`src/rtl/iol_pkg.sv`:
```
`timescale 1ns / 1ps
package iol_pkg;

   typedef enum logic [1:0] {
      FUNC_INSERT   = 2'd0,
      FUNC_ISSUE    = 2'd1,
      FUNC_COMPLETE = 2'd2,
      FUNC_UNUSED   = 2'd3
   } func_type;

   typedef enum logic [1:0] {
      STATUS_COUNTED  = 2'd0,
      STATUS_NO_START = 2'd1,
      STATUS_NEGATIVE = 2'd2,
      STATUS_FULL     = 2'd3
   } status_type;

   typedef enum logic [2:0] {
      CSR_FILTER_CGROUP = 3'd0,
      CSR_PER_DISK      = 3'd1,
      CSR_PER_FLAGS     = 3'd2,
      CSR_QUEUED_MODE   = 3'd3,
      CSR_UNIT_MILLIS   = 3'd4,
      CSR_FILTER_DEVICE = 3'd5,
      CSR_TARGET_DEVICE = 3'd6,
      CSR_NONE          = 3'd7
   } csr_index_type;

   typedef enum logic [2:0] {
      ST_CLEAR,
      ST_IDLE,
      ST_LOOK,
      ST_SCALE,
      ST_COUNT,
      ST_FAIL
   } state_type;

   typedef struct packed {
      logic found;
      logic full;
   } key_match_type;

   localparam int unsigned DIV_US          = 1000;
   localparam int unsigned DIV_MS          = 1000000;
   localparam int unsigned DEV_MAJOR_SHIFT = 20;

endpackage

```
`src/rtl/iol_slot.sv`:
```
`timescale 1ns / 1ps
module iol_slot #(
   parameter int SLOTS = 27
) (
   input  logic [62:0]                 delta,
   input  logic                        unit_millis,
   output logic [$clog2(SLOTS)-1:0]    slot
);
   localparam int SLOT_W = $clog2(SLOTS);

   logic [127:0] wide;

   assign wide = 128'(delta);

   always_comb begin
      slot = '0;
      for (int s = 1; s < SLOTS; s++) begin
         if (unit_millis ? (wide >= (128'(iol_pkg::DIV_MS) << s))
                         : (wide >= (128'(iol_pkg::DIV_US) << s))) begin
            slot = SLOT_W'(s);
         end
      end
   end
endmodule

```
`config.mk`:
```
export PLATFORM = sky130hd
export DESIGN_NAME = iol_slot
export DESIGN_NICKNAME = d
export VERILOG_FILES = /design/src/rtl/iol_pkg.sv /design/src/rtl/iol_slot.sv
export SDC_FILE = /design/constraint.sdc
export NUM_CORES = 1
export LEC_CHECK = 0
export ABC_AREA = 1
export BUFFER_PORTS_ARGS = -buffer_cell sky130_fd_sc_hd__buf_4
export CAP_MARGIN = 10
export CORE_MARGIN = 2
export CORE_UTILIZATION = 50
export DETAILED_ROUTE_END_ITERATION = 10
export PLACE_DENSITY = 0.77
export SETUP_SLACK_MARGIN = 0.1
export SKIP_LAST_GASP = 1
export SLEW_MARGIN = 20
export SYNTH_ARGS = -nofsm -noshare
export SYNTH_HDL_FRONTEND = slang
export SYNTH_SLANG_ARGS = --single-unit
```
`constraint.sdc`:
```
create_clock -name vclk -period 5.8
set_clock_uncertainty 0.2 [all_clocks]
set_input_delay 0.29 -clock vclk [all_inputs]
set_output_delay 0.29 -clock vclk [all_outputs]
set_load 0.01 [all_outputs]
```
Word-level counts from Yosys, hierarchy flattened
Index checks and enable logic that the tools add are counted.
{"block": "totals", "reg_bits": 0, "in_bits": 64, "output_inout_bits": 5, "word_cells": 104}
{"block": "classes", "order_cmp": 52, "mux": 52}
{"operator": "$ge 63x21->1 const B", "count": 2}
{"operator": "$ge 63x22->1 const B", "count": 2}
{"operator": "$ge 63x23->1 const B", "count": 2}
{"operator": "$ge 63x24->1 const B", "count": 2}
{"operator": "$ge 63x25->1 const B", "count": 2}
{"operator": "$ge 63x26->1 const B", "count": 2}
{"operator": "$ge 63x27->1 const B", "count": 2}
{"operator": "$ge 63x28->1 const B", "count": 2}
{"operator": "$ge 63x29->1 const B", "count": 2}
{"operator": "$ge 63x30->1 const B", "count": 2}
{"operator": "$ge 63x31->1 const B", "count": 2}
{"operator": "$ge 63x32->1 const B", "count": 2}
{"operator": "$ge 63x33->1 const B", "count": 2}
{"operator": "$ge 63x34->1 const B", "count": 2}
{"operator": "$ge 63x35->1 const B", "count": 2}
{"operator": "$ge 63x36->1 const B", "count": 2}
{"operator": "$mux 5", "count": 25}
{"operator": "$ge 63x11->1 const B", "count": 1}
{"operator": "$ge 63x12->1 const B", "count": 1}
{"operator": "$ge 63x13->1 const B", "count": 1}
{"operator": "$ge 63x14->1 const B", "count": 1}
{"operator": "$ge 63x15->1 const B", "count": 1}
{"operator": "$ge 63x16->1 const B", "count": 1}
{"operator": "$ge 63x17->1 const B", "count": 1}
{"operator": "14 further kinds", "count": 40}

Longest topological paths before layout
Gate-level depths: netlist of the first run.
{"block": "logic_depth", "word_depth": 28, "mapped_depth": 32, "ltp_nobuf": 31}

Worst setup path before layout of the first run
Ideal clock, no wire load.
{"block": "synth_timing", "path_kind": "input to output", "from": "input port delta[37]", "to": "output port slot[0]", "t_arrival_ps": 2321, "t_required_ps": 5310, "setup_slack_ps": 2989, "path_stages": 30, "path_buffers": 1, "cell_sequence": "buf_2 -> nor2_2 -> nand2_2 -> nor2_4 -> nand2_4 -> clkinv_2 -> nand2_4 -> nor3_2 -> o21ai_1 -> a21oi_2 -> nand2_1 -> nand2_1 -> nand2_1 -> nand2_1 -> nand2_1 -> nand2_1 -> nand2_1 -> nand2_1 -> nand2_1 -> nand2_1 -> nand2_1 -> nand2_1 -> nand2_1 -> nand2_1 -> nand2_1 -> nand2_1 -> nand2_1 -> nand2_1 -> nand2_1 -> a21oi_2"}
{"block": "synth_between", "elab_chain_cells": 28, "word_cells_on_any_way": 104, "classes_between": "order compare: 52; mux: 52"}
{"element": "start: declaration", "line_no": "iol_slot.sv:5", "text": "input logic [62:0] delta,"}
{"element": "$ge 63x11->1 / $ge 63x21->1 (equally long branches)", "line_no": "iol_slot.sv:19, iol_slot.sv:18"}
{"element": "$mux 1 (2 in a row)", "line_no": "iol_slot.sv:18", "text": "if (unit_millis ? (wide >= (128'(iol_pkg::DIV_MS) << s))"}
{"element": "$mux 5 (24 in a row)", "line_no": "iol_slot.sv:18"}
{"element": "$mux 5 (*)", "line_no": "iol_slot.sv:18"}
{"element": "end: declaration", "line_no": "iol_slot.sv:7", "text": "output logic [$clog2(SLOTS)-1:0] slot"}
Every way passes the cells marked *; elsewhere a longest branch is shown, timed or not.

Worst setup path after layout of the first run
{"block": "layout_timing", "from": "input port delta[14]", "to": "output port slot[0]"}
The elaborated chain is that of the path after synthesis.

==> summary.md, run 1 <==
| Metric | Value |
|---|---|
| Layout cell share with drive strength beyond 1 | `0.186` |
| Leak | `approximately 1.3 nW` |
| Register area share after synthesis | `0` |
| Crit Path Max Fanout | `6` |
| Max VDD drop | `about 0.037 mV` |
| DRT Pass-1 Iters | `6` |
| Critical path's top delay family | `simple AND/OR/NAND/NOR gates` |
| Max-Cap Viols | `0` |
| Syn_area_per_cell | `a little over 5 sq um` |
| Post-CTS sizing | `0` |
| RSZ-0062 raised after global routing | `no` |
| Initial Util | `0.519` |
| Routed Antenna Nets | `0` |
| Worst path bufs/invs | `3` |
| Synth Instances | `between 400 and 500` |
| Detailed-route via count | `3,743` |
| CP max stage delay | `about 0.32 ns` |
| Worst Path Arrival | `a little over 3 ns` |
| Cell row count | `25` |
| Busiest grt layer | `met2` |
| Initial DRC count | `around 560` |
| Post-CTS setup buffers | `0` |
| Layout area overhead | `20.6%` |
| Max Slew Vio Count | `0` |
| Ys Warns | `0` |
| # port buffers | `65` |
| Yosys cell types | `44` |
| Hold Fails Final Rpt | `0` |
| Worst hold path class | `in -> out` |
| Area leader, netlist | `nand2_1` |
| Grt met3 use | `0.0759` |
| Final worst-path cycle share | `0.620` |
| Crit start category | `input port` |
| Vias in the first global route | `approximately 3,200` |
| F_max | `278 MHz` |
| DPL Wire Length | `between 8000 and 9000 um` |
| WL final | `roughly 10000 um` |
| Sequential cell count | `0` |
| Die H | `74.3 um` |
| Met1 usage | `0.539` |
| GR Util All Layers | `0.361` |
| DRC | `0` |
| Filler cells | `498` |
| Crit-path slowest cell | `nor2_1` |
| ANT cells | `0` |
| Die area | `roughly 5500 sq um` |
| Sequential Area | `0 sq um` |
| Largest net degree at the start of global routing | `20` |
| Syn_nets | `around 550` |
| Slew HR | `0.519` |
| First-pass GRT wire length | `15,700 um` |
| Area share of the largest cell type after synthesis | `0.175` |
| Die width | `approximately 74 um` |
| Type of the worst setup path | `in -> out` |
| GRT overflow | `0` |
| Hold bufs inserted after CTS | `0` |
| Crit path required time | `around 5.3 ns` |
| TNS Setup | `0 ns` |
| Post-Synthesis Cell Area | `around 2500 sq um` |
| Clock Buffer Count | `0` |
| Status | `finished clean` |
| WHS Path Cells | `4` |
| Power per cell area | `about 48 nW/um^2` |
| Final setup vio count | `0` |
| Core area | `around 4800 sq um` |
| Initial antenna violation count | `0` |
| CP Capture Type | `output port` |
| Synth top area cells | `nand2_1, nor2_1, inv_1, nand3_1, o21ai_0` |
| Fin util | `0.626` |
| Vias/cell | `6.13` |
| Num ports | `69` |
| Final nets | `about 600` |
| Total stage count of the critical path | `33` |
| Cell mode on critical path | `nand2_1` |
| Minimum clock period | `roughly 3.6 ns` |
| Slew @ Worst Pin | `roughly 0.7 ns` |
| Grt met2 use | `0.547` |
| Gpl congestion | `about 1` |
| Average wire per standard cell | `between 15 and 20 um` |
synth_stat cells (8+ instances only):
| master | n |
|---|---|
| nor3_1 | 16 |
| o2111ai_1 | 9 |
| o21ai_0 | 30 |
| nand2_1 | 115 |
| a21oi_1 | 18 |
| nor2_2 | 13 |
| nor2_1 | 77 |
| nand3_1 | 32 |
| inv_1 | 75 |
| o31ai_1 | 8 |
| nand4_1 | 20 |
| o211ai_1 | 10 |
metrics by stage:
| stage | hold WS (ns) | setup WS, ns | cells | area, sq um | power [mW] |
|---|---|---|---|---|---|
| 3_3_place_gp | 0.902 | 2.41 | 611 | 2980 | 0.136 |
| 4_1_cts | 0.898 | 2.31 | 611 | 2980 | 0.137 |
| 5_1_grt | 0.959 | 1.87 | 611 | 2980 | 0.154 |
| 6_report | 0.909 | 2.21 | 611 | 2980 | 0.142 |
| 3_5_place_dp | 0.897 | 2.33 | 611 | 2980 | 0.136 |
| 2_1_floorplan | 0.630 | 2.99 | 490 | 2470 | 0.0724 |
kinds of logic (layout without fill, tap and decap cells):
| logic type | Yosys count | in the layout | synth area share |
|---|---|---|---|
| simple gates | 295 | 295 | 0.567 |
| compound gates | 105 | 105 | 0.286 |
| buf+inv | 90 | 144 | 0.146 |
power by group:
group | switching (mW) | total, mW | internal, mW
registers | 0 | 0 | 0
clock network | 0 | 0 | 0
logic | 0.0920 | 0.142 | 0.0498
tightest hold or removal path: cells and delay by family:
family / cells / cell delay [ns]
buffers and inverters: 2 / 0.35
and+or+nand+nor: 2 / 0.18
final cells by class:
type,count,area (sq um),area share
well taps,67,83.8,0.0282
multi-input cells,400,2110,0.708
inverters,79,298,0.100
repair buffers,65,488,0.164
placed cells by master (no fill, tap or decap), types with 3 or more instances in the layout:
cell       Yosys  routed
nand2_1      115     115
nor2_1        77      77
inv_1         75      75
buf_4          2      65
nand3_1       32      32
o21ai_0       30      30
nand4_1       20      20
a21oi_1       18      18
nor3_1        16      16
nor2_2        13      13
o211ai_1      10      10
o2111ai_1      9       9
o31ai_1        8       8
nor2_4         6       6
nor4_1         6       6
nand2_4        4       4
nor2_8         3       3
a32o_1         3       3
o311ai_0       3       3
a31oi_1        3       3
final timing paths:
| check | start | endpoint | slack [ns] |
|---|---|---|---|
| hold / removal | unit_millis | slot[4] | 0.91 |
| setup / recovery | delta[14] | slot[0] | 2.21 |
routing by layer:
| layer | up-vias | wire [um] |
|---|---|---|
| met2 | 252 | 4380 |
| met5 | - | 0 |
| li1 | 1781 | - |
| met4 | 0 | 106 |
| met1 | 1694 | 4240 |
| met3 | 16 | 1250 |
No activity file was read; power rests on OpenSTA's default activity.
==> run 2: changes to the inputs <==
- PLACE_DENSITY: 0.77 -> 0.8
- clock period: 5.8 -> 3.3 ns (I/O delays scaled with it)
==> run 2 against run 1 <==
Effect of this change: die area unchanged; first-iteration DRC count up 18%; cell count grew 4.7%; critical path depth unchanged; largest power group unchanged.
==> summary.md, run 2 (synthesized netlist as in run 1, its figures left out) <==
| Metric | Value |
|---|---|
| Initial DRC count | `663 (was 564)` |
| Gpl congestion | `1.04 (was 1.02)` |
| Die area | `5520 sq um (unchanged)` |
| Clock Power Share | `0 (about the same)` |
| Slew HR | `0.506 (was 0.519)` |
| Filler cells | `439 (was 498)` |
| CP Capture Type | `output port (unchanged)` |
| Max VDD drop | `0.0689 mV (was 0.0368 mV)` |
| Vias/cell | `6.30 (was 6.13)` |
| Power per cell area | `85.4 nW/um^2 (was 47.6 nW/um^2)` |
| Initial antenna violation count | `0 (unchanged)` |
| DP Area | `3040 sq um (was 2980 sq um)` |
| Max Slew Vio Count | `0 (unchanged)` |
| Share of power burned in registers | `0 (about the same)` |
| First-pass GRT wire length | `15,300 um (was 15,700 um)` |
| Final nets | `639 (was 610)` |
| DRC | `0 (unchanged)` |
| GR Util All Layers | `0.350 (was 0.361)` |
| Hold bufs inserted after CTS | `0 (unchanged)` |
| DPL Wire Length | `8180 um (was 8190 um)` |
| Die H | `74.3 um (unchanged)` |
| Total chip power | `286 uW (was 142 uW)` |
| Final worst-path cycle share | `0.949` |
| Num ports | `69 (unchanged)` |
| Cell mode on critical path | `nand2_1 (unchanged)` |
| Routed Antenna Nets | `0 (unchanged)` |
| Commonest cells after routing, fill and taps aside | `nand2_1, buf_4, inv_1, nor2_1, nand3_1 (was nand2_1, nor2_1, inv_1, buf_4, nand3_1)` |
| Clock Buffer Count | `0 (unchanged)` |
| Net Sw Frac | `0.629 (was 0.649)` |
| Die width | `74.3 um (unchanged)` |
| Sequential cell count | `0 (unchanged)` |
| Vias in the first global route | `3,250 (was 3,237)` |
| Layout area overhead | `35.7% (was 20.6%)` |
| Fin area | `3350 sq um (was 2980 sq um)` |
| RSZ-0062 raised after global routing | `yes (was no)` |
| CP max stage delay | `0.18 ns (was 0.32 ns)` |
| Largest net degree at the start of global routing | `20 (unchanged)` |
| Core area | `4750 sq um (unchanged)` |
| F_max | `319 MHz` |
| Startpoint of the worst hold path | `unit_millis (unchanged)` |
| Crit path required time | `2.93 ns (was 5.31 ns)` |
| ANT cells | `0 (unchanged)` |
| Crit Path Max Fanout | `5 (was 6)` |
| Max-Cap Viols | `0 (unchanged)` |
| Worst hold path class | `in -> out (unchanged)` |
| Cell row count | `25 (unchanged)` |
| Fin util | `0.704 (was 0.626)` |
| Comb power frac | `1.000 (about the same)` |
| Most common cell after layout, fill and taps aside | `nand2_1 (unchanged)` |
| Type of the worst setup path | `in -> out (unchanged)` |
| GRT overflow | `0 (unchanged)` |
| Layout cell share with drive strength beyond 1 | `0.258 (was 0.186)` |
| # port buffers | `65 (unchanged)` |
| Crit-path slowest cell | `nand4_1 (was nor2_1)` |
| Slew @ Worst Pin | `0.732 ns (was 0.712 ns)` |
| Hold Fails Final Rpt | `0 (unchanged)` |
| WL final | `10,900 um (was 9970 um)` |
| DRT Pass-1 Iters | `7 (was 6)` |
| Status | `finished clean (unchanged)` |
| Initial Util | `0.519 (unchanged)` |
| CP Launch Point | `delta[58] (was delta[14])` |
| Crit start category | `input port (unchanged)` |
| TNS Setup | `0 ns (unchanged)` |
| Hold WS | `0.701 ns (was 0.909 ns)` |
| Internal | `106 uW (was 49.8 uW)` |
| Minimum clock period | `approximately 3.1 ns` |
| Leak | `1.53 nW (was 1.35 nW)` |
| Average wire per standard cell | `17.0 um (was 16.3 um)` |
| Final setup vio count | `0 (unchanged)` |
| P_sw | `180 uW (was 92.0 uW)` |
| Detailed-route via count | `4,030 (was 3,743)` |
| Multi-input gate area | `2220 sq um (was 2110 sq um)` |
| Worst Path Arrival | `2.77 ns (was 3.10 ns)` |
| Sequential Area | `0 sq um (unchanged)` |
==> run 2: worst paths after layout <==
path | to | slack, ns | cells after the start
worst max-delay path | slot[0] | 0.17 | 33
worst min-delay path | slot[4] | 0.70 | 4
==> run 2: cell type report <==
type                       instances  area share
inverter                          79      0.0904
multi-input combinational        400       0.662
tap                               67      0.0250
timing repair buffer              94       0.222
==> run 2: critical path, delay by kind of cell <==
family / cells / cell delay, ns
buf+inv: 3 / 0.33
compound gates: 1 / 0.13
simple gates: 29 / 2.14
==> run 2: power groups by stage <==
stage	clock network (mW)	logic [mW]	registers, mW
after detailed placement	0	0.244	0
after global routing	0	0.304	0
after global placement	0	0.242	0
after floorplan	0	0.127	0
after CTS	0	0.245	0
final	0	0.286	0
==> run 2: through the flow <==
step | cells | setup slack [ns]
after CTS | 620 | 0.233
after global placement | 620 | 0.271
after floorplan | 490 | 0.739
after global routing | 640 | -0.127
after detailed placement | 620 | 0.241
final | 640 | 0.168
==> run 2: layer usage <==
layer | wire length (um) | share of wire | global-route usage
met1 | 4370 | 0.40 | 0.535
met2 | 4590 | 0.42 | 0.530
met3 | 1490 | 0.14 | 0.0461
met4 | 401 | 0.037 | 0.0536
met5 | 0 | 0 | 0
==> run 2: what timing repair did <==
| action | 4_1_cts | 5_1_grt |
|---|---|---|
| setup endpoints to repair | 0 | 1 |
| endpoints found under the hold margin | 0 | 0 |
| gates resized for setup | 0 | 41 |
| buffers inserted | 0 | 20 |
==> run 3: changes to the inputs <==
- SETUP_SLACK_MARGIN: 0.1 -> 0.5
==> run 3 against run 2 <==
Effect of this change: wire length decreased by 2.7%; die area unchanged; first-iteration DRC count shrank 8.1%; largest cell class unchanged; largest power group unchanged.
==> summary.md, run 3 (synthesized netlist as in run 1, its figures left out) <==
| Metric | Value |
|---|---|
| Status | `finished clean (unchanged)` |
| Vias/cell | `6.17 (was 6.30)` |
| Net Sw Frac | `0.633 (was 0.629)` |
| GR Util All Layers | `0.375 (was 0.350)` |
| ANT cells | `0 (unchanged)` |
| Max VDD drop | `0.0649 mV (was 0.0689 mV)` |
| Worst hold path class | `in -> out (unchanged)` |
| Final setup vio count | `0 (unchanged)` |
| Clock Buffer Count | `0 (unchanged)` |
| Comb power frac | `1.000 (about the same)` |
| Max Slew Vio Count | `0 (unchanged)` |
| Final nets | `641 (was 639)` |
| Largest net degree at the start of global routing | `20 (unchanged)` |
| Share of power burned in registers | `0 (about the same)` |
| Sequential Area | `0 sq um (unchanged)` |
| Routed met1 length | `4320 um (was 4370 um)` |
| Slew @ Worst Pin | `0.780 ns (was 0.732 ns)` |
| Die H | `74.3 um (unchanged)` |
| Layout area overhead | `34.4% (was 35.7%)` |
| Vias in the first global route | `3,485 (was 3,250)` |
| P_sw | `175 uW (was 180 uW)` |
| Cell row count | `25 (unchanged)` |
| Cell mode on critical path | `nand2_1 (unchanged)` |
| Initial Util | `0.519 (unchanged)` |
| DRT Pass-1 Iters | `5 (was 7)` |
| Commonest cells after routing, fill and taps aside | `nand2_1, buf_4, inv_1, nor2_1, nand3_1 (unchanged)` |
| Power per cell area | `83.3 nW/um^2 (was 85.4 nW/um^2)` |
| Detailed-route via count | `3,964 (was 4,030)` |
| Hold bufs inserted after CTS | `0 (unchanged)` |
| Die width | `74.3 um (unchanged)` |
| Initial DRC count | `609 (was 663)` |
| Initial antenna violation count | `0 (unchanged)` |
| Slew HR | `0.474 (was 0.506)` |
| First-pass GRT wire length | `16,400 um (was 15,300 um)` |
| Layout cell share with drive strength beyond 1 | `0.254 (was 0.258)` |
| Core area | `4750 sq um (unchanged)` |
| # port buffers | `65 (unchanged)` |
| Crit Path Max Fanout | `8 (was 5)` |
| DR top layer | `met4 (unchanged)` |
| Internal | `101 uW (was 106 uW)` |
| Met3 WL | `1420 um (was 1490 um)` |
| Die area | `5520 sq um (unchanged)` |
| CP max stage delay | `0.19 ns (was 0.18 ns)` |
| Type of the worst setup path | `in -> out (unchanged)` |
| GRT overflow | `0 (unchanged)` |
| Average wire per standard cell | `16.5 um (was 17.0 um)` |
| Max-Cap Viols | `0 (unchanged)` |
| Worst Path Arrival | `2.75 ns (was 2.77 ns)` |
| Sequential cell count | `0 (unchanged)` |
| Most common cell after layout, fill and taps aside | `nand2_1 (unchanged)` |
| Total chip power | `276 uW (was 286 uW)` |
| Crit-path slowest cell | `nand4_1 (unchanged)` |
| Gpl congestion | `1.04 (unchanged)` |
| Hold WS | `0.701 ns (about the same)` |
| Post-Layout Cell Count | `642 (was 640)` |
| Routed Antenna Nets | `0 (unchanged)` |
| Crit path required time | `2.93 ns (about the same)` |
| F_max | `321 MHz (was 319 MHz)` |
| Minimum clock period | `3.12 ns (was 3.13 ns)` |
| RSZ-0062 raised after global routing | `yes (unchanged)` |
| Leak | `1.52 nW (was 1.53 nW)` |
| Crit start category | `input port (unchanged)` |
| DPL Wire Length | `8180 um (unchanged)` |
| Num ports | `69 (unchanged)` |
| Clock Power Share | `0 (about the same)` |
| WL final | `10,600 um (was 10,900 um)` |
| Fin util | `0.698 (was 0.704)` |
| CP Capture Type | `output port (unchanged)` |
| Hold Fails Final Rpt | `0 (unchanged)` |
| Placed Cells | `620 (unchanged)` |
| DRC | `0 (unchanged)` |
| Final worst-path cycle share | `0.945 (was 0.949)` |
| DR WL met2 | `4560 um (was 4590 um)` |
## run 3: worst max-delay path: cells and delay by family
kind | cells | cell delay, ns
AOI/OAI and AO/OA | 1 | 0.11
and+or+nand+nor | 29 | 2.11
buffers and inverters | 3 | 0.35
## run 3: stage by stage
stage | cell area (sq um) | setup TNS [ns] | setup slack, ns
after global routing | 3320 | -0.0881 | -0.0854
after CTS | 3270 | 0 | 0.364
after global placement | 3040 | 0 | 0.271
after floorplan | 2470 | 0 | 0.739
final | 3320 | 0 | 0.183
after detailed placement | 3040 | 0 | 0.241
## run 3: layout make-up
| type | instances | area, sq um |
|---|---|---|
| Inverter | 79 | 308 |
| Timing Repair Buffer | 96 | 721 |
| Fill cell | 452 | 1440 |
| Multi-Input combinational cell | 400 | 2210 |
| Tap cell | 67 | 83.8 |
## run 3: final timing paths
check | from | to | slack [ns] | depth (start not counted)
worst max-delay path | delta[34] | slot[0] | 0.18 | 33
worst min-delay path | unit_millis | slot[4] | 0.70 | 4
## run 3: power by group through the flow
stage	clock network [mW]	registers [mW]	logic (mW)
after floorplan	0	0	0.127
after global routing	0	0	0.297
after CTS	0	0	0.260
after detailed placement	0	0	0.244
after global placement	0	0	0.242
final	0	0	0.276
## run 3: layer usage
| metal | global-route usage | vias up |
|---|---|---|
| li1 | - | 1841 |
| met1 | 0.543 | 1762 |
| met2 | 0.593 | 321 |
| met3 | 0.0569 | 40 |
| met4 | 0.0714 | 0 |
| met5 | 0 | - |
## run 3: what timing repair did
action | in CTS | in global routing
hold endpoints to repair | 0 | 0
buffers inserted | 19 | 3
endpoints found under the setup margin | 1 | 2
pin swaps | 16 | 7
gates resized for setup | 21 | 8
