### src/rtl/iol_ram.sv
`timescale 1ns / 1ps
module iol_ram #(
   parameter int WIDTH = 32,
   parameter int DEPTH = 16
) (
   input  logic                                   clock,
   input  logic                                   we,
   input  logic [(DEPTH > 1 ? $clog2(DEPTH) : 1)-1:0] waddr,
   input  logic [WIDTH-1:0]                       wdata,
   input  logic                                   re,
   input  logic [(DEPTH > 1 ? $clog2(DEPTH) : 1)-1:0] raddr,
   output logic [WIDTH-1:0]                       rdata
);
   logic [WIDTH-1:0] mem_ff [DEPTH];
   logic [WIDTH-1:0] rdata_ff;

   always_ff @(posedge clock) begin
      if (we) begin
         mem_ff[waddr] <= wdata;
      end
      if (re) begin
         rdata_ff <= mem_ff[raddr];
      end
   end

   assign rdata = rdata_ff;
endmodule

### config.mk
export PLATFORM = sky130hd
export DESIGN_NAME = iol_ram
export DESIGN_NICKNAME = d
export VERILOG_FILES = /design/src/rtl/iol_ram.sv
export SDC_FILE = /design/constraint.sdc
export NUM_CORES = 1
export LEC_CHECK = 0
export BUFFER_PORTS_ARGS = -buffer_cell sky130_fd_sc_hd__buf_2
export CORE_ASPECT_RATIO = 1.1
export CORE_UTILIZATION = 30
export CTS_CLUSTER_DIAMETER = 200
export DETAILED_ROUTE_END_ITERATION = 10
export GPL_TIMING_DRIVEN = 1
export SYNTH_ARGS = -nofsm -noshare
export SYNTH_HDL_FRONTEND = slang
export SYNTH_SLANG_ARGS = --single-unit
### constraint.sdc
create_clock -name clock -period 10.16 [get_ports clock]
set_clock_uncertainty 0.05 [all_clocks]
set_input_delay 1.524 -clock clock [delete_from_list [all_inputs] [get_ports clock]]
set_output_delay 1.524 -clock clock [all_outputs]
set_load 0.03 [all_outputs]
Word level (Yosys, flattened, before mapping)
Memories as Yosys holds them, arrays and structs flattened. A register that Yosys moved wholly into a read port is not among the register bits.
Index checks and enable logic that the tools add are counted.
Word-level totals
  memories kept: 1
  flip-flop bits (word level): 0
  bits in writable memories: 512
Memories
  mem_ff: words 16, width 32, rd ports 1, clocked after memory_dff 1, write ports 1, line 14  | logic [WIDTH-1:0] mem_ff [DEPTH];
Operators by class
  multiplexer cells: 2
Operators with widths (number)
  $mux 1: 2

Logic depth before layout (Yosys ltp)
Gate-level depths: netlist of run 1.
  depth after elaboration: 2
  gate-level depth with buffers: 5
  depth with buffers taken out: 3

Worst setup path before layout of run 1
No wires, ideal clock.
  path kind: input -> register
  start point: in waddr[2] (netlist bit)
  end point: mem mem_ff[0][0], enable pin
  slack: 5406 ps
  arrival: 4242 ps
  stages on the path: 2
  library setup time: 461 ps
  data required time: 9649 ps
  cell sequence: or3b_2 -> nor3_1
RTL lines
  start, declared: line 8  | input logic [(DEPTH > 1 ? $clog2(DEPTH) : 1)-1:0] waddr,
  end, declared: line 14
Straight into the memory's write port.

==> impl_table.tex, run 1 <==
\begin{tabular}{lr}
\hline
Metric & Value \\
\hline
\multicolumn{2}{l}{\textbf{Floorplan}} \\
\quad Horizontal die dimension & 249 um \\
\quad Effective utilization at floorplan & 30.4\% \\
\quad Vertical extent of the die & 274 um \\
\quad Count of boundary I/O pins & 75 \\
\quad Die area & 68300 um2 \\
\quad FP Rows & 99 \\
\quad Core area & 66400 um2 \\
\multicolumn{2}{l}{\textbf{Timing}} \\
\quad Final critical delay including setup and external delays & 3.52 ns \\
\quad Sum of negative setup slack & 0 ns \\
\quad Hold violation count in the final report & 0 \\
\quad Number of pins with negative max-slew slack in the final report & 0 \\
\quad Worst slew pin tran & 1.20 ns \\
\quad Setup-failing EPs final & 0 \\
\quad Highest attainable clock frequency & 0.284 GHz \\
\quad Headroom to the max-slew limit & 19.9\% \\
\quad Final Cycle Share & 34.7\% \\
\quad RSZ-0062 raised after global routing & no \\
\quad Final hold slack & 0.690 ns \\
\multicolumn{2}{l}{\textbf{Placed design}} \\
\quad Number of I/O port buffers & 74 \\
\quad Post-DP HPWL & 21.0 mm \\
\quad Final GP Congestion & 0.681 \\
\quad Placed insts & 1751 \\
\quad Post-placement cell area & 21700 um2 \\
\multicolumn{2}{l}{\textbf{Layout}} \\
\quad Final Instance Count excl. Fillers & 1844 \\
\quad Area growth syn-to-layout & 15.5\% \\
\quad Ratio of cells with drive above 1 in the final layout & 32.0\% \\
\quad Finished Cell Area & 23300 um2 \\
\quad Layout Nets & 989 \\
\multicolumn{2}{l}{\textbf{GRT}} \\
\quad Grt total ovfl & 0 \\
\quad Vias in the first global route & 9541 \\
\quad Combined global-route utilization of all metal layers & 13.1\% \\
\quad Initial antenna violation count & 11 \\
\quad Global-route wire length before repair & 64.9 mm \\
\quad Maximum number of pins on one net before global-route repair & 53 \\
\multicolumn{2}{l}{\textbf{Pwr}} \\
\quad Net switching component of the power & 944 uW \\
\quad Total power divided by cell area & 197 nW/um2 \\
\quad Clock share of power & 39.5\% \\
\quad Leak pwr & 7.27 nW \\
\quad Sequential cell fraction of total power & 55.5\% \\
\quad Part of the total power dissipated in combinational logic & 5.1\% \\
\quad Internal & 3.64 mW \\
\quad Maximum resistive drop on vdd & 147 uV \\
\quad Share of total power consumed by net switching & 20.6\% \\
\multicolumn{2}{l}{\textbf{Min path}} \\
\quad Hold/Removal Path Class & flip-flop to flip-flop \\
\quad Beginning of the worst hold path & mem\_ff[15][24] \\
\quad Worst hold endpoint & rdata[24] \\
\quad Cell depth of the worst hold path & 3 \\
\multicolumn{2}{l}{\textbf{Routing}} \\
\quad Vias per cell & 4.96 \\
\quad Residual DRC count & 0 \\
\quad Final ANT Viol Nets & 0 \\
\quad Total detailed-routing wirelength & 44.7 mm \\
\quad DR pass1 iterations & 7 \\
\quad Number of vias after detailed routing & 9154 \\
\quad Average wire length per cell after detail routing & 24.2 um \\
\quad Number of DRC markers in iteration 0 & 848 \\
\multicolumn{2}{l}{\textbf{Worst setup path}} \\
\quad Worst Setup End Kind & flip-flop \\
\quad Startpoint type of the worst setup path & primary input \\
\quad Reg-to-reg setup timing slack & 8.67 ns \\
\quad Terminus of the critical flop-to-flop path & rdata[5] \\
\quad Crit path kind & primary input to flip-flop \\
\quad Arr. time, crit path & 3.79 ns \\
\quad CP Data Required Time & 10.43 ns \\
\quad Crit-path max FO & 48 \\
\quad Cell depth of the worst flop-to-flop path & 3 \\
\quad Reg-to-reg critical path startpoint & mem\_ff[10][5] \\
\multicolumn{2}{l}{\textbf{Yosys}} \\
\quad Total of flip-flops plus latches after synthesis & 544 \\
\quad Post-synthesis cell count & 838 \\
\quad Yosys cell types & 17 \\
\quad Sequential-to-total area share from yosys stat & 81.0\% \\
\quad Netlist area before placement & 20200 um2 \\
\quad Total nets after synthesis & 881 \\
\quad Syn Area/Cell & 24.1 um2 \\
\quad Count of synthesis-stage warnings from yosys & 0 \\
\multicolumn{2}{l}{\textbf{Clock network}} \\
\quad H-tree levels & 2 \\
\quad Clock transition at the register clock pins on the worst setup and hold paths after CTS & 0.06 ns \\
\quad Post-CTS setup buffer count & 0 \\
\quad CTS tree & done \\
\quad Clock buffers created by TritonCTS & 51 \\
\quad Clock insertion delay at the later pin of the skew report & 0.57 ns \\
\quad Longest Clk Path Bufs & 3 \\
\quad Clock root buffer & sky130\_fd\_sc\_hd\_\_clkbuf\_16 \\
\quad Sinks on the clock net & 544 \\
\quad Quantity of gates resized following cts & 0 \\
\quad Cts-stage hold buffer count & 0 \\
\multicolumn{2}{l}{\textbf{Status}} \\
\quad Status & finished clean \\
\multicolumn{2}{l}{\textbf{Flow run}} \\
\quad Reported max-cap violation count & 0 \\
\hline
\end{tabular}
[critical path, cell delays in order]
cell and delay [ns]:
sky130_fd_sc_hd__clkbuf_8 0.44, sky130_fd_sc_hd__buf_4 0.86, sky130_fd_sc_hd__mux4_2 0.61, sky130_fd_sc_hd__a22oi_1 0.22
sky130_fd_sc_hd__nand2_1 0.07
[synthesized netlist by cell type]
| cell type | instances | area (um2) |
|---|---|---|
| sky130_fd_sc_hd__edfxtp_1 | 544 | 16300 |
| sky130_fd_sc_hd__mux4_2 | 128 | 2880 |
| sky130_fd_sc_hd__a22oi_1 | 64 | 480 |
| sky130_fd_sc_hd__nand2_1 | 33 | 124 |
| sky130_fd_sc_hd__clkbuf_1 | 17 | 63.8 |
| sky130_fd_sc_hd__nor2_1 | 13 | 48.8 |
| sky130_fd_sc_hd__buf_4 | 11 | 82.6 |
| sky130_fd_sc_hd__buf_1 | 9 | 33.8 |
| sky130_fd_sc_hd__buf_2 | 4 | 20.0 |
| sky130_fd_sc_hd__nor3_1 | 4 | 20.0 |
| sky130_fd_sc_hd__buf_6 | 2 | 22.5 |
| sky130_fd_sc_hd__nand2b_1 | 2 | 12.5 |
| sky130_fd_sc_hd__nand3b_1 | 2 | 15.0 |
| sky130_fd_sc_hd__nor2b_1 | 2 | 12.5 |
| sky130_fd_sc_hd__and2_1 | 1 | 6.26 |
| sky130_fd_sc_hd__nand3_1 | 1 | 5.00 |
| sky130_fd_sc_hd__or3b_2 | 1 | 8.76 |
[power groups by stage]
stage                     Sequential (mW)  Combinational (mW)  Clock (mW)
final                                2.54               0.232        1.81
after global routing                 2.55               0.251        1.93
after CTS                            2.54               0.237        1.84
after detailed placement             2.59               0.237           0
after global placement               2.59               0.233           0
after floorplan                      2.61               0.121           0
[area by class of cell]
type / instances / area [um2]
repair buffers: 98 / 562
diodes: 2 / 5.00
multi-input cells: 251 / 3750
clock inverters: 24 / 193
fillers: 6048 / 43100
flip-flops and latches: 544 / 16300
clock buffers: 67 / 1380
well taps: 858 / 1070
[cell usage in the layout (no fill, tap or decap)]
cell type / instances
sky130_fd_sc_hd__a22oi_1: 64
sky130_fd_sc_hd__and2_2: 1
sky130_fd_sc_hd__buf_2: 72
sky130_fd_sc_hd__buf_4: 25
sky130_fd_sc_hd__bufinv_16: 3
sky130_fd_sc_hd__clkbuf_1: 14
sky130_fd_sc_hd__clkbuf_16: 53
sky130_fd_sc_hd__clkbuf_8: 1
sky130_fd_sc_hd__clkinv_1: 9
sky130_fd_sc_hd__clkinv_2: 9
sky130_fd_sc_hd__clkinvlp_4: 2
sky130_fd_sc_hd__diode_2: 2
sky130_fd_sc_hd__edfxtp_1: 544
sky130_fd_sc_hd__inv_6: 1
sky130_fd_sc_hd__mux4_2: 128
sky130_fd_sc_hd__nand2_1: 33
sky130_fd_sc_hd__nand2b_1: 2
sky130_fd_sc_hd__nand3_1: 1
sky130_fd_sc_hd__nand3b_1: 2
sky130_fd_sc_hd__nor2_4: 13
sky130_fd_sc_hd__nor2b_4: 2
sky130_fd_sc_hd__nor3_2: 4
sky130_fd_sc_hd__or3b_2: 1
[flip-flops by register name (all words and copies together) (netlist names)]
name    count
rdata      32
mem_ff    512
[cell families after synthesis]
kind of cell / after synthesis / share of synthesized area, %
compound gates: 64 / 2.38
flops: 544 / 81.0
simple gates: 59 / 1.25
mux: 128 / 14.3
buf+inv: 43 / 1.10
[how the worst max path moves through the flow]
stage,start,cells after the start,end,slack (ns)
floorplan,waddr[2],2,mem_ff[0][0],5.41
global placement,raddr[0],5,rdata[18],5.99
detailed placement,raddr[0],5,rdata[18],5.93
CTS,raddr[0],5,rdata[22],6.56
global route,raddr[0],5,rdata[18],6.39
finish,raddr[0],5,rdata[22],6.64
[stage by stage]
step | utilization [%] | power [mW] | setup WS [ns]
after global routing | 35.1 | 4.73 | 6.39
after floorplan | - | 2.73 | 5.41
after CTS | 35.1 | 4.62 | 6.56
final | 35.1 | 4.59 | 6.64
after detailed placement | 32.7 | 2.83 | 5.93
after global placement | 32.7 | 2.82 | 5.99
[per-layer routing]
metal | track usage [%] | part of all wire [%] | vias to the layer above
li1 | - | - | 3816
met1 | 18.1 | 44 | 4952
met2 | 20.7 | 47 | 306
met3 | 3.09 | 7.2 | 64
met4 | 3.30 | 1.8 | 16
met5 | 0 | 0.22 | -
Power figures use the tool's default switching activity.
==> run 2: changes to the inputs <==
- clock period: 10.16 -> 3.55 ns (I/O delays scaled with it)
==> impl_table.tex, run 2 (synthesized netlist as in run 1, its figures left out) <==
\begin{tabular}{lr}
\hline
Metric & Value \\
\hline
\multicolumn{2}{l}{\textbf{Placed design}} \\
\quad Number of I/O port buffers & 74 (unchanged) \\
\quad Final GP Congestion & 0.710 (was 0.681) \\
\quad Placed insts & 1760 (was 1751) \\
\quad Post-DP HPWL & 24.2 mm (was 21.0 mm) \\
\multicolumn{2}{l}{\textbf{Timing}} \\
\quad Number of pins with negative max-slew slack in the final report & 0 (unchanged) \\
\quad Final critical delay including setup and external delays & 2.01 ns \\
\quad Highest attainable clock frequency & 0.498 GHz \\
\quad RSZ-0062 raised after global routing & no (unchanged) \\
\quad Sum of negative setup slack & 0 ns (unchanged) \\
\quad Worst slew pin tran & 0.741 ns (was 1.20 ns) \\
\quad Final Cycle Share & 56.6\% \\
\quad Final hold slack & 0.280 ns (was 0.690 ns) \\
\quad Headroom to the max-slew limit & 50.5\% (was 19.9\%) \\
\quad Setup-failing EPs final & 0 (unchanged) \\
\quad Hold violation count in the final report & 0 (unchanged) \\
\multicolumn{2}{l}{\textbf{Routing}} \\
\quad Detailed route wirelength on metal2 & 22.5 mm (was 21.0 mm) \\
\quad Average wire length per cell after detail routing & 24.2 um (about the same) \\
\quad Residual DRC count & 0 (unchanged) \\
\quad Final ANT Viol Nets & 0 (unchanged) \\
\quad DR pass1 iterations & 7 (unchanged) \\
\quad Number of DRC markers in iteration 0 & 829 (was 848) \\
\quad WL met3 & 2.45 mm (was 3.22 mm) \\
\quad Total detailed-routing wirelength & 44.7 mm (about the same) \\
\quad Vias per cell & 4.86 (was 4.96) \\
\quad Length of routed wiring on met1 & 18.9 mm (was 19.5 mm) \\
\quad Number of vias after detailed routing & 8999 (was 9154) \\
\quad Top routing layer in use & met5 (unchanged) \\
\multicolumn{2}{l}{\textbf{Min path}} \\
\quad Cell depth of the worst hold path & 1 (was 3) \\
\quad Worst hold endpoint & mem\_ff[5][14] (was rdata[24]) \\
\quad Hold/Removal Path Class & primary input to flip-flop (was flip-flop to flip-flop) \\
\quad Beginning of the worst hold path & wdata[14] (was mem\_ff[15][24]) \\
\multicolumn{2}{l}{\textbf{GRT}} \\
\quad Maximum number of pins on one net before global-route repair & 57 (was 53) \\
\quad Combined global-route utilization of all metal layers & 13.2\% (was 13.1\%) \\
\quad Vias in the first global route & 9648 (was 9541) \\
\quad Grt total ovfl & 0 (unchanged) \\
\quad Global-route wire length before repair & 65.8 mm (was 64.9 mm) \\
\quad Initial antenna violation count & 4 (was 11) \\
\multicolumn{2}{l}{\textbf{Worst setup path}} \\
\quad CP Data Required Time & 3.76 ns (was 10.43 ns) \\
\quad Cell family contributing the most delay on the critical path & simple AND/OR/NAND/NOR gates (was buffers and inverters) \\
\quad Critical path cell sequence & buf\_2, or3b\_2, nor2\_4, buf\_4 (was clkbuf\_8, buf\_4, mux4\_2, a22oi\_1, nand2\_1) \\
\quad Crit-path max FO & 16 (was 48) \\
\quad Crit path kind & primary input to flip-flop (unchanged) \\
\quad Cell depth of the worst flop-to-flop path & 3 (unchanged) \\
\quad CP peak stage delay & 0.62 ns (was 0.86 ns) \\
\quad WP buf/inv & 2 (unchanged) \\
\quad Reg-to-reg setup timing slack & 2.04 ns (was 8.67 ns) \\
\quad Reg-to-reg critical path startpoint & mem\_ff[3][0] (was mem\_ff[10][5]) \\
\quad Cell type of the slowest stage on the worst timing path & sky130\_fd\_sc\_hd\_\_or3b\_2 (was sky130\_fd\_sc\_hd\_\_buf\_4) \\
\quad Arr. time, crit path & 2.22 ns (was 3.79 ns) \\
\quad Startpoint type of the worst setup path & primary input (unchanged) \\
\quad Worst Setup End Kind & flip-flop (unchanged) \\
\quad Terminus of the critical flop-to-flop path & rdata[0] (was rdata[5]) \\
\multicolumn{2}{l}{\textbf{Pwr}} \\
\quad Maximum resistive drop on vdd & 332 uV (was 147 uV) \\
\quad Total power divided by cell area & 560 nW/um2 (was 197 nW/um2) \\
\quad Sequential cell fraction of total power & 55.2\% (was 55.5\%) \\
\quad Clock share of power & 39.5\% (about the same) \\
\quad Leak pwr & 7.36 nW (was 7.27 nW) \\
\quad Internal & 10.4 mW (was 3.64 mW) \\
\quad Share of total power consumed by net switching & 20.9\% (was 20.6\%) \\
\quad Part of the total power dissipated in combinational logic & 5.2\% (was 5.1\%) \\
\quad Net switching component of the power & 2.75 mW (was 944 uW) \\
\multicolumn{2}{l}{\textbf{Floorplan}} \\
\quad Count of boundary I/O pins & 75 (unchanged) \\
\quad Core area & 66400 um2 (unchanged) \\
\quad Die area & 68300 um2 (unchanged) \\
\quad Effective utilization at floorplan & 30.4\% (unchanged) \\
\quad Horizontal die dimension & 249 um (unchanged) \\
\quad FP Rows & 99 (unchanged) \\
\quad Vertical extent of the die & 274 um (unchanged) \\
\multicolumn{2}{l}{\textbf{Layout}} \\
\quad Number of flip-flops in the largest register & 512 (unchanged) \\
\quad Ratio of cells with drive above 1 in the final layout & 33.1\% (was 32.0\%) \\
\quad Highest-count cells in the layout ignoring fill and taps & sky130\_fd\_sc\_hd\_\_edfxtp\_1 (544), sky130\_fd\_sc\_hd\_\_mux4\_2 (128), sky130\_fd\_sc\_hd\_\_buf\_2 (72) (unchanged) \\
\quad Area used by sequential logic in the layout & 16300 um2 (unchanged) \\
\quad Layout Nets & 998 (was 989) \\
\quad Area used by multi-input combinational logic & 3760 um2 (was 3750 um2) \\
\quad Count of filler cells inserted in the layout & 6057 (was 6048) \\
\quad Most common library cell in the layout ignoring fill and taps & sky130\_fd\_sc\_hd\_\_edfxtp\_1 (unchanged) \\
\quad Register with the highest flop count & mem\_ff (unchanged) \\
\quad Area growth syn-to-layout & 16.5\% (was 15.5\%) \\
\quad Final Instance Count excl. Fillers & 1850 (was 1844) \\
\multicolumn{2}{l}{\textbf{Clock network}} \\
\quad Clock insertion delay at the later pin of the skew report & 0.57 ns (about the same) \\
\quad CTS tree & done (unchanged) \\
\quad Clock root buffer & sky130\_fd\_sc\_hd\_\_clkbuf\_16 (unchanged) \\
\quad Cts-stage hold buffer count & 0 (unchanged) \\
\quad Clock transition at the register clock pins on the worst setup and hold paths after CTS & 0.06 ns (about the same) \\
\quad Longest Clk Path Bufs & 3 (unchanged) \\
\quad Sinks on the clock net & 544 (unchanged) \\
\quad Quantity of gates resized following cts & 0 (unchanged) \\
\quad Clock buffers created by TritonCTS & 51 (unchanged) \\
\quad Post-CTS setup buffer count & 0 (unchanged) \\
\quad H-tree levels & 2 (unchanged) \\
\multicolumn{2}{l}{\textbf{Flow run}} \\
\quad Reported max-cap violation count & 0 (unchanged) \\
\multicolumn{2}{l}{\textbf{Status}} \\
\quad Status & finished clean (unchanged) \\
\hline
\end{tabular}
-- run 2: changes by cell type in the layout (fill, tap and decap cells not counted), sizes merged --
cell      change
buf           +9
bufinv        +1
clkbuf        -5
clkinvlp      -1
inv           +2
-- run 2: through the flow --
stage,power [mW],util (%),setup WS (ns),area (um2)
after floorplan,7.81,-,0.0882,20200
after global placement,8.11,33.1,0.977,21900
after detailed placement,8.13,33.1,0.940,21900
after CTS,13.3,35.4,1.54,23500
after global routing,13.6,35.4,1.45,23500
final,13.2,35.4,1.54,23500
-- run 2: worst max path at each step --
| stage | from | end | slack [ns] | depth (start not counted) |
|---|---|---|---|---|
| 3_3_place_gp | raddr[0] | rdata[0] | 0.98 | 5 |
| 6_report | waddr[2] | mem_ff[1][7] | 1.54 | 4 |
| 4_1_cts | waddr[2] | mem_ff[1][7] | 1.54 | 4 |
| 3_5_place_dp | waddr[2] | mem_ff[1][11] | 0.94 | 4 |
| 5_1_grt | raddr[0] | rdata[0] | 1.45 | 5 |
| 2_1_floorplan | waddr[2] | mem_ff[8][0] | 0.09 | 2 |
-- run 2: final cells by class --
class,count,area share (%)
diodes,2,0.0213
repair buffers,107,3.32
flip-flops and latches,544,69.5
clock buffers,62,5.60
clock inverters,26,1.04
multi-input cells,251,16.0
well taps,858,4.57
-- run 2: worst register-to-register path, cell delays in order, from the launching register on --
cell,delay (ns)
sky130_fd_sc_hd__edfxtp_1,0.36
sky130_fd_sc_hd__mux4_2,0.47
sky130_fd_sc_hd__a22oi_1,0.30
sky130_fd_sc_hd__nand2_1,0.08
-- run 2: metal layers --
layer | vias to the layer above | GRT usage [%]
met5 | - | 0
met4 | 6 | 3.36
met3 | 57 | 2.43
met2 | 250 | 22.2
met1 | 4854 | 17.6
li1 | 3832 | -
-- run 2: power groups by stage --
stage	sequential, mW	clock, mW	combinational [mW]
after floorplan	7.47	0	0.346
after global placement	7.42	0	0.691
after detailed placement	7.42	0	0.704
after CTS	7.28	5.32	0.705
after global routing	7.29	5.55	0.743
final	7.28	5.21	0.690
==> run 3: changes to the inputs <==
- ABC_AREA: unset -> 1
- clock period: 3.55 -> 1.65 ns (I/O delays scaled with it)
==> impl_table.tex, run 3 <==
\begin{tabular}{lr}
\hline
Metric & Value \\
\hline
\multicolumn{2}{l}{\textbf{Clock network}} \\
\quad Clock transition at the register clock pins on the worst setup and hold paths after CTS & 0.07 ns (was 0.06 ns) \\
\quad Sinks on the clock net & 544 (unchanged) \\
\quad Cts-stage hold buffer count & 32 (was 0) \\
\quad CTS tree & done (unchanged) \\
\quad Clock buffers created by TritonCTS & 52 (was 51) \\
\quad Clock insertion delay at the later pin of the skew report & 0.61 ns (was 0.57 ns) \\
\quad Quantity of gates resized following cts & 0 (unchanged) \\
\quad H-tree levels & 2 (unchanged) \\
\quad Longest Clk Path Bufs & 3 (unchanged) \\
\quad Clock root buffer & sky130\_fd\_sc\_hd\_\_clkbuf\_16 (unchanged) \\
\quad Post-CTS setup buffer count & 0 (unchanged) \\
\multicolumn{2}{l}{\textbf{Worst setup path}} \\
\quad CP peak stage delay & 0.45 ns (was 0.62 ns) \\
\quad Cell family contributing the most delay on the critical path & flip-flops (was simple AND/OR/NAND/NOR gates) \\
\quad Cell depth of the worst flop-to-flop path & 6 (was 3) \\
\quad Cell type of the slowest stage on the worst timing path & sky130\_fd\_sc\_hd\_\_edfxtp\_1 (was sky130\_fd\_sc\_hd\_\_or3b\_2) \\
\quad Critical path cell sequence & buf\_2 (was buf\_2, or3b\_2, nor2\_4, buf\_4) \\
\quad Worst Setup End Kind & output port (was flip-flop) \\
\quad CP Data Required Time & 1.35 ns (was 3.76 ns) \\
\quad Cell depth of the worst setup path & 1 (was 4) \\
\quad Crit-path max FO & 1 (was 16) \\
\quad Startpoint type of the worst setup path & flip-flop (was primary input) \\
\quad WP buf/inv & 1 (was 2) \\
\quad Reg-to-reg critical path startpoint & mem\_ff[9][20] (was mem\_ff[3][0]) \\
\quad Arr. time, crit path & 1.28 ns (was 2.22 ns) \\
\quad Crit path kind & flip-flop to output port (was primary input to flip-flop) \\
\quad Worst Setup SP & rdata[9] (was waddr[2]) \\
\multicolumn{2}{l}{\textbf{Pwr}} \\
\quad Maximum resistive drop on vdd & 636 uV (was 332 uV) \\
\quad Total power divided by cell area & 1090 nW/um2 (was 560 nW/um2) \\
\quad Leak pwr & 11.5 nW (was 7.36 nW) \\
\multicolumn{2}{l}{\textbf{Placed design}} \\
\quad Post-placement cell area & 25600 um2 (was 21900 um2) \\
\quad Final GP Congestion & 0.787 (was 0.710) \\
\quad Number of I/O port buffers & 74 (unchanged) \\
\quad Post-DP HPWL & 33.0 mm (was 24.2 mm) \\
\multicolumn{2}{l}{\textbf{Yosys}} \\
\quad Total nets after synthesis & 2163 (was 881) \\
\quad Yosys cell types & 14 (was 17) \\
\quad Count of flip-flops with a built-in enable after synthesis & 544 (unchanged) \\
\quad Netlist area before placement & 23100 um2 (was 20200 um2) \\
\quad Post-synthesis cell count & 2120 (was 838) \\
\quad Most numerous cell types in the synthesized netlist & sky130\_fd\_sc\_hd\_\_nand2\_1 (677), sky130\_fd\_sc\_hd\_\_edfxtp\_1 (544), sky130\_fd\_sc\_hd\_\_inv\_1 (388) (was sky130\_fd\_sc\_hd\_\_edfxtp\_1 (544), sky130\_fd\_sc\_hd\_\_mux4\_2 (128), sky130\_fd\_sc\_hd\_\_a22oi\_1 (64)) \\
\quad Cell types with the largest area share after synthesis & sky130\_fd\_sc\_hd\_\_edfxtp\_1 (71\%), sky130\_fd\_sc\_hd\_\_nand2\_1 (11\%), sky130\_fd\_sc\_hd\_\_nand3\_1 (8.4\%), sky130\_fd\_sc\_hd\_\_inv\_1 (6.3\%), sky130\_fd\_sc\_hd\_\_buf\_6 (1.4\%) (was sky130\_fd\_sc\_hd\_\_edfxtp\_1 (81\%), sky130\_fd\_sc\_hd\_\_mux4\_2 (14\%), sky130\_fd\_sc\_hd\_\_a22oi\_1 (2.4\%), sky130\_fd\_sc\_hd\_\_nand2\_1 (0.61\%), sky130\_fd\_sc\_hd\_\_buf\_4 (0.41\%)) \\
\quad Largest area contributor in the netlist & sky130\_fd\_sc\_hd\_\_edfxtp\_1 (unchanged) \\
\quad Total of flip-flops plus latches after synthesis & 544 (unchanged) \\
\quad Main synth FF type & sky130\_fd\_sc\_hd\_\_edfxtp\_1 (unchanged) \\
\quad Syn Area/Cell & 10.9 um2 (was 24.1 um2) \\
\quad Count of synthesis-stage warnings from yosys & 0 (unchanged) \\
\quad Most common cell in the synthesized netlist & sky130\_fd\_sc\_hd\_\_nand2\_1 (was sky130\_fd\_sc\_hd\_\_edfxtp\_1) \\
\quad Proportion of synthesized flip-flops having asynchronous set or reset & 0\% (unchanged) \\
\quad Sequential-to-total area share from yosys stat & 70.9\% (was 81.0\%) \\
\quad Portion of synthesized cell area occupied by the leading cell type & 70.9\% (was 81.0\%) \\
\multicolumn{2}{l}{\textbf{Floorplan}} \\
\quad Die area & 77900 um2 (was 68300 um2) \\
\quad Horizontal die dimension & 266 um (was 249 um) \\
\quad Effective utilization at floorplan & 30.3\% (was 30.4\%) \\
\quad Vertical extent of the die & 293 um (was 274 um) \\
\quad Core area & 76000 um2 (was 66400 um2) \\
\quad FP Rows & 106 (was 99) \\
\quad Count of boundary I/O pins & 75 (unchanged) \\
\multicolumn{2}{l}{\textbf{Layout}} \\
\quad Area used by multi-input combinational logic & 4670 um2 (was 3760 um2) \\
\quad Most common library cell in the layout ignoring fill and taps & sky130\_fd\_sc\_hd\_\_nand2\_1 (was sky130\_fd\_sc\_hd\_\_edfxtp\_1) \\
\quad Count of filler cells inserted in the layout & 7283 (was 6057) \\
\quad Finished Cell Area & 27600 um2 (was 23500 um2) \\
\quad Share of the core filled with cells in the final layout & 36.4\% (was 35.4\%) \\
\quad Number of flip-flops in the largest register & 512 (unchanged) \\
\quad Ratio of cells with drive above 1 in the final layout & 11.2\% (was 33.1\%) \\
\quad Highest-count cells in the layout ignoring fill and taps & sky130\_fd\_sc\_hd\_\_nand2\_1 (677), sky130\_fd\_sc\_hd\_\_edfxtp\_1 (544), sky130\_fd\_sc\_hd\_\_inv\_1 (386) (was sky130\_fd\_sc\_hd\_\_edfxtp\_1 (544), sky130\_fd\_sc\_hd\_\_mux4\_2 (128), sky130\_fd\_sc\_hd\_\_buf\_2 (72)) \\
\quad Area used by sequential logic in the layout & 16300 um2 (unchanged) \\
\quad Layout Nets & 2311 (was 998) \\
\quad Area growth syn-to-layout & 19.9\% (was 16.5\%) \\
\quad Diodes inserted & 0 (was 2) \\
\quad Register with the highest flop count & mem\_ff (unchanged) \\
\multicolumn{2}{l}{\textbf{Timing}} \\
\quad Worst slew pin tran & 0.469 ns (was 0.741 ns) \\
\quad Final Cycle Share & 95.8\% \\
\quad Final critical delay including setup and external delays & 1.58 ns \\
\quad Setup-failing EPs final & 0 (unchanged) \\
\quad Number of pins with negative max-slew slack in the final report & 0 (unchanged) \\
\quad Headroom to the max-slew limit & 68.7\% (was 50.5\%) \\
\quad RSZ-0062 raised after global routing & no (unchanged) \\
\quad Highest attainable clock frequency & 0.633 GHz \\
\quad Hold violation count in the final report & 0 (unchanged) \\
\multicolumn{2}{l}{\textbf{Routing}} \\
\quad Average wire length per cell after detail routing & 17.2 um (was 24.2 um) \\
\quad Total detailed-routing wirelength & 57.5 mm (was 44.7 mm) \\
\quad DR pass1 iterations & 6 (was 7) \\
\quad Number of DRC markers in iteration 0 & 1062 (was 829) \\
\quad Final ANT Viol Nets & 0 (unchanged) \\
\quad Residual DRC count & 0 (unchanged) \\
\quad Number of vias after detailed routing & 14700 (was 8999) \\
\quad Vias per cell & 4.41 (was 4.86) \\
\multicolumn{2}{l}{\textbf{Min path}} \\
\quad Hold/Removal Path Class & primary input to flip-flop (unchanged) \\
\quad Cell depth of the worst hold path & 2 (was 1) \\
\quad Beginning of the worst hold path & re (was wdata[14]) \\
\multicolumn{2}{l}{\textbf{Flow run}} \\
\quad Reported max-cap violation count & 0 (unchanged) \\
\multicolumn{2}{l}{\textbf{GRT}} \\
\quad Grt total ovfl & 0 (unchanged) \\
\quad Global-route wire length before repair & 87.6 mm (was 65.8 mm) \\
\quad Combined global-route utilization of all metal layers & 14.9\% (was 13.2\%) \\
\quad Initial antenna violation count & 3 (was 4) \\
\quad Maximum number of pins on one net before global-route repair & 51 (was 57) \\
\quad Vias in the first global route & 14300 (was 9648) \\
\multicolumn{2}{l}{\textbf{Status}} \\
\quad Status & finished clean (unchanged) \\
\hline
\end{tabular}
## run 3: metal layers
metal / wire length [um] / up-vias / GRT usage (%)
met5: 23 / - / 0
met4: 1730 / 4 / 5.41
met3: 3110 / 114 / 2.24
met2: 28200 / 377 / 25.2
met1: 24500 / 7034 / 19.2
li1: - / 7171 / -
## run 3: final timing paths
kind | endpoint | slack [ns]
worst min-delay path | rdata[5] | 0.13
worst max register to register | rdata[20] | 0.45
worst min register to register | rdata[29] | 0.68
worst max-delay path | rdata[9] | 0.07
## run 3: metrics by stage
stage	power [mW]	worst slack, ns	instances	TNS, ns	hold slack [ns]
2_1_floorplan	17.1	-0.181	2120	-75.36	0.296
3_3_place_gp	18.0	0.0562	3208	0	0.582
3_5_place_dp	18.1	0.0423	3208	0	0.581
4_1_cts	30.4	0.00770	3335	0	0.103
5_1_grt	31.1	0.0200	3335	0	0.112
6_report	30.1	0.0692	3335	0	0.134
## run 3: power breakdown
| part | internal (mW) | total (mW) | switching [mW] |
|---|---|---|---|
| Combinational | 0.712 | 2.15 | 1.44 |
| Sequential | 15.6 | 15.7 | 0.0914 |
| Clock | 7.14 | 12.3 | 5.19 |
| Total | 23.4 | 30.1 | 6.72 |
## run 3: cells by family (layout without fill, tap and decap cells)
| kind of cell | count (synthesis) | count (layout) | synth area share (%) |
|---|---|---|---|
| buffers and inverters | 495 | 684 | 9.41 |
| flip-flops | 544 | 544 | 70.9 |
| AND/OR/NAND/NOR | 1081 | 1081 | 19.7 |
## run 3: cell type report
class                           count  share of cell area [%]
Clock buffer                       60                    4.89
Clock inverter                     35                    1.48
Inverter                          390                    5.33
Multi-Input combinational cell   1081                    16.9
Sequential cell                   544                    59.1
Tap cell                         1026                    4.64
Timing Repair Buffer              199                    7.70
